===== config.mk =====
export PLATFORM = sky130hd
export DESIGN_NAME = x86eu_alu
export DESIGN_NICKNAME = d
export VERILOG_FILES = /design/src/hdl/x86eu_pkg.sv /design/src/hdl/x86eu_alu.sv
export SDC_FILE = /design/constraint.sdc
export NUM_CORES = 1
export LEC_CHECK = 0
export BUFFER_PORTS_ARGS = -buffer_cell sky130_fd_sc_hd__buf_2
export CAP_MARGIN = 40
export CORE_ASPECT_RATIO = 0.8
export CORE_UTILIZATION = 57
export DETAILED_ROUTE_END_ITERATION = 16
export PLACE_DENSITY_LB_ADDON = 0.08
export SETUP_SLACK_MARGIN = 0.1
export SYNTH_ARGS = -nofsm -noshare
export SYNTH_HDL_FRONTEND = slang
export SYNTH_SLANG_ARGS = --single-unit

===== constraint.sdc =====
create_clock -name vclk -period 6.9
set_clock_uncertainty 0.1 [all_clocks]
set_input_delay 1.035 -clock vclk [all_inputs]
set_output_delay 1.035 -clock vclk [all_outputs]
set_load 0.005 [all_outputs]

===== src/hdl/x86eu_pkg.sv =====
// ----------------------------------------------------------------------------
// x86eu_pkg
// Types and constants shared by the execute unit modules.
// ----------------------------------------------------------------------------
package x86eu_pkg;

	typedef enum logic [1:0] {
		REQ_EXEC  = 2'd0,
		REQ_WRMEM = 2'd1,
		REQ_RDMEM = 2'd2,
		REQ_RDREG = 2'd3
	} req_t;

	typedef enum logic [3:0] {
		OP_MOV_IR  = 4'd0,
		OP_MOV_RM  = 4'd1,
		OP_MOV_IM  = 4'd2,
		OP_ADD     = 4'd3,
		OP_ADD_I   = 4'd4,
		OP_SUB     = 4'd5,
		OP_SUB_I   = 4'd6,
		OP_CMP     = 4'd7,
		OP_CMP_I   = 4'd8,
		OP_JNE     = 4'd9
	} op_t;

	localparam logic [1:0] MOD_REG = 2'd3;
	localparam logic [2:0] RM_BP   = 3'd6;

	localparam logic [2:0] R_BX = 3'd3;
	localparam logic [2:0] R_BP = 3'd5;
	localparam logic [2:0] R_SI = 3'd6;
	localparam logic [2:0] R_DI = 3'd7;

	typedef enum logic [2:0] {
		ST_IDLE,
		ST_RD0,
		ST_RD1,
		ST_EXEC,
		ST_WR1,
		ST_DONE
	} state_t;

	// ALU operation selector
	typedef enum logic [1:0] {
		ALU_PASS,
		ALU_ADD,
		ALU_SUB
	} alu_op_t;

	typedef struct packed {
		alu_op_t     op;
		logic        word;
		logic [15:0] a;
		logic [15:0] b;
	} alu_req_t;

	typedef struct packed {
		logic [15:0] res;
		logic        zero;
		logic        sign;
	} alu_rsp_t;

endpackage


===== src/hdl/x86eu_alu.sv =====
// ----------------------------------------------------------------------------
// x86eu_alu
// Shared adder/subtractor used for addresses and arithmetic.
// ----------------------------------------------------------------------------
module x86eu_alu (
	input  x86eu_pkg::alu_req_t req,
	output x86eu_pkg::alu_rsp_t rsp
);
	logic [15:0] sum;

	always_comb begin
		unique case (req.op)
			x86eu_pkg::ALU_ADD: sum = req.a + req.b;
			x86eu_pkg::ALU_SUB: sum = req.a - req.b;
			default:            sum = req.a;
		endcase
		rsp.res  = req.word ? sum : {8'h00, sum[7:0]};
		rsp.zero = (rsp.res == 16'h0000);
		rsp.sign = req.word ? sum[15] : sum[7];
	end
endmodule


==> reports/metrics.cfg <==
[power]
p_comb_share_pct = 100.0
power_switching_w = 0.000109
switching_share_pct = 56.0
power_w = 0.000194
p_int_w = 0.0000854
power_density_mw_per_mm2 = 117
p_leak_nw = 0.800
peakVddDrop_mv = 0.0583
clkPwrFrac_pct = 0
p_seq_share_pct = 0

[final_layout]
fin_nets = 305
seqCellArea_um2 = 0
seq_cells = 0
diodes = 0
final_cell_mix = 53 x buf_2, 17 x xnor2_1, 17 x a21oi_1, 17 x ha_1, 16 x nor2_1
final_common_cell = buf_2
nFillCells = 204
fin_util_pct = 74.3
nClkBuffers = 0
finalNonFillerCells = 275
drive_gt1_share_pct = 25.6
synthToLayoutAreaGrowth_pct = 18.7

[die]
coreArea_mm2 = 0.00223
pin_count = 53
start_util_pct = 62.6
die_y_um = 46.3
die_area_mm2 = 0.00266
fp.dieW_um = 57.4
num_rows = 15

[synth]
synth_cells = 202
synth_top_area_share_pct = 15.2
yosysUniqueCellTypes = 51
syn_nets = 255
yosysTopAreaCell = ha_1
ys_warn_count = 0
synth_area_leaders = ha_1 15%, xnor2_1 11%, a21oi_1 6.1%, nor2_1 4.3%, o21ai_0 3.9%
ys_seq_area_share_pct = 0
syn_area_per_cell_um2 = 6.92
synth_area_mm2 = 0.00140

[placed_design]
gp_congestion = 0.956
dp.cells = 275
hpwl_um = 3280
numPortBuffers = 53

[run_status]
status = complete, but fails checks
violations = design-rule violations

[sta]
fmax_mhz = 164
setup_tns_ns = 0
setup_viol = 0
period_share_pct = 88.4
rsz0062_at_grt = no
timing.final.crit_period_ns = 6.10
slew_headroom_pct = 65.7
worstMarginPinSlew_ns = 0.515
drv_slew = 0
hold_viol_final = 0

[routing]
via_per_inst = 6.10
drc_errors = 4
routed_wl_um = 3910
ant_nets = 0
vias = 1677
routedWlPerCell_um = 14.2
drtIter0Drc = 106
dr.pass1.iters = 10

[critical_path]
crit_top_cell = buf_2
setup.worst_path.end_class = primary output
crit_path_top_delay_cell = or4b_1
path_cells = buf_2, inv_1, ha_1, mux2_2, fa_1, nand2b_2, a21oi_2, o31a_1, o31ai_1, or4_1, or4b_1, a2111o_1, a2111oi_2, buf_2
startpoint_type = primary input
endpoint = rsp[1]
cpPeakStageDelay_ns = 0.55
critPathLaunch = req[33]
crit_type = primary input to primary output
cp_max_fo = 15
crit_arrival_ns = 4.96
cp.required_ns = 5.76

[clock_network]
postCtsResizedCells = 0
ctsHoldBuffers = 0
post_cts.repair.setup_buffers = 0

[grt]
overflow = 0
grt_pass1_wl_um = 6020
grt_max_degree = 20
grt_usage_pct = 29.3
grt_pass1_vias = 1315
antenna_found_initial = 0

[job]
cap_violations = 0

[worst_hold_path]
hold_path_class = primary input to primary output

==> cells by family after synthesis <==
group	count (synthesis)	share of synthesized area [%]
xor gates and xnor gates	20	12.5
AOI/OAI and AO/OA	67	33.2
buffers and inverters	22	7.88
muxes	5	3.76
and+or+nand+nor	70	26.0
adders and majority gates	18	16.7
==> cell usage after synthesis (2+ instances only) <==
cell	count
a211oi_1	2
a21o_1	5
nand2_1	14
xnor2_1	17
a21oi_1	17
xor2_1	3
buf_6	3
nor3_1	9
o2111ai_1	2
o21ai_0	11
and2_1	4
a2111oi_0	2
nor2_1	16
inv_1	14
mux2_2	2
o31a_1	4
and3_1	5
nor4_1	4
o31ai_1	4
ha_1	17
o211ai_1	3
o21ai_1	4
nor4b_1	2
nand3_1	5
a31oi_1	4
mux2i_1	3
a2111o_1	2
==> power by group through the flow <==
stage / Combinational, W / Sequential [W] / Clock (W)
floorplan: 0.000135 / 0 / 0
global placement: 0.000184 / 0 / 0
detailed placement: 0.000189 / 0 / 0
CTS: 0.000190 / 0 / 0
global route: 0.000214 / 0 / 0
finish: 0.000194 / 0 / 0
==> worst min-delay path by stage <==
stage,to,slack (ns),depth (start not counted),from
detailed placement,rsp[6],2.30,4,req[20]
CTS,rsp[6],2.30,4,req[20]
floorplan,rsp[8],2.08,2,req[22]
global placement,rsp[8],2.30,4,req[22]
finish,rsp[6],2.30,4,req[20]
global route,rsp[6],2.32,4,req[20]
==> per-stage QoR <==
stage                     setup slack, ns  cell area, um^2  hold slack [ns]
final                               0.800             1660             2.30
after floorplan                      1.46             1400             2.08
after global placement              0.884             1640             2.30
after detailed placement            0.814             1660             2.30
after global routing                0.601             1660             2.32
after CTS                           0.801             1660             2.30
==> per-layer routing <==
metal | GRT usage, % | part of all wire, % | up-vias
met5 | 0 | 0 | -
met4 | 1.46 | 0.51 | 0
met3 | 1.12 | 6.6 | 2
met2 | 44.9 | 40 | 61
met1 | 46.5 | 52 | 756
li1 | - | - | 858
==> final cells by class <==
class | count | area (um^2) | share of cell area [%]
repair buffers | 54 | 280 | 16.9
well taps | 25 | 31.3 | 1.89
inverters | 16 | 60.1 | 3.62
multi-input cells | 180 | 1290 | 77.6
==> worst max-delay path: cells and delay by family <==
family | cells | cell delay, ns
adders and majority gates | 2 | 0.87
buffers and inverters | 3 | 0.30
muxes | 1 | 0.42
and+or+nand+nor | 3 | 1.28
AOI/OAI and AO/OA | 5 | 1.06
Power figures use the tool's default switching activity.
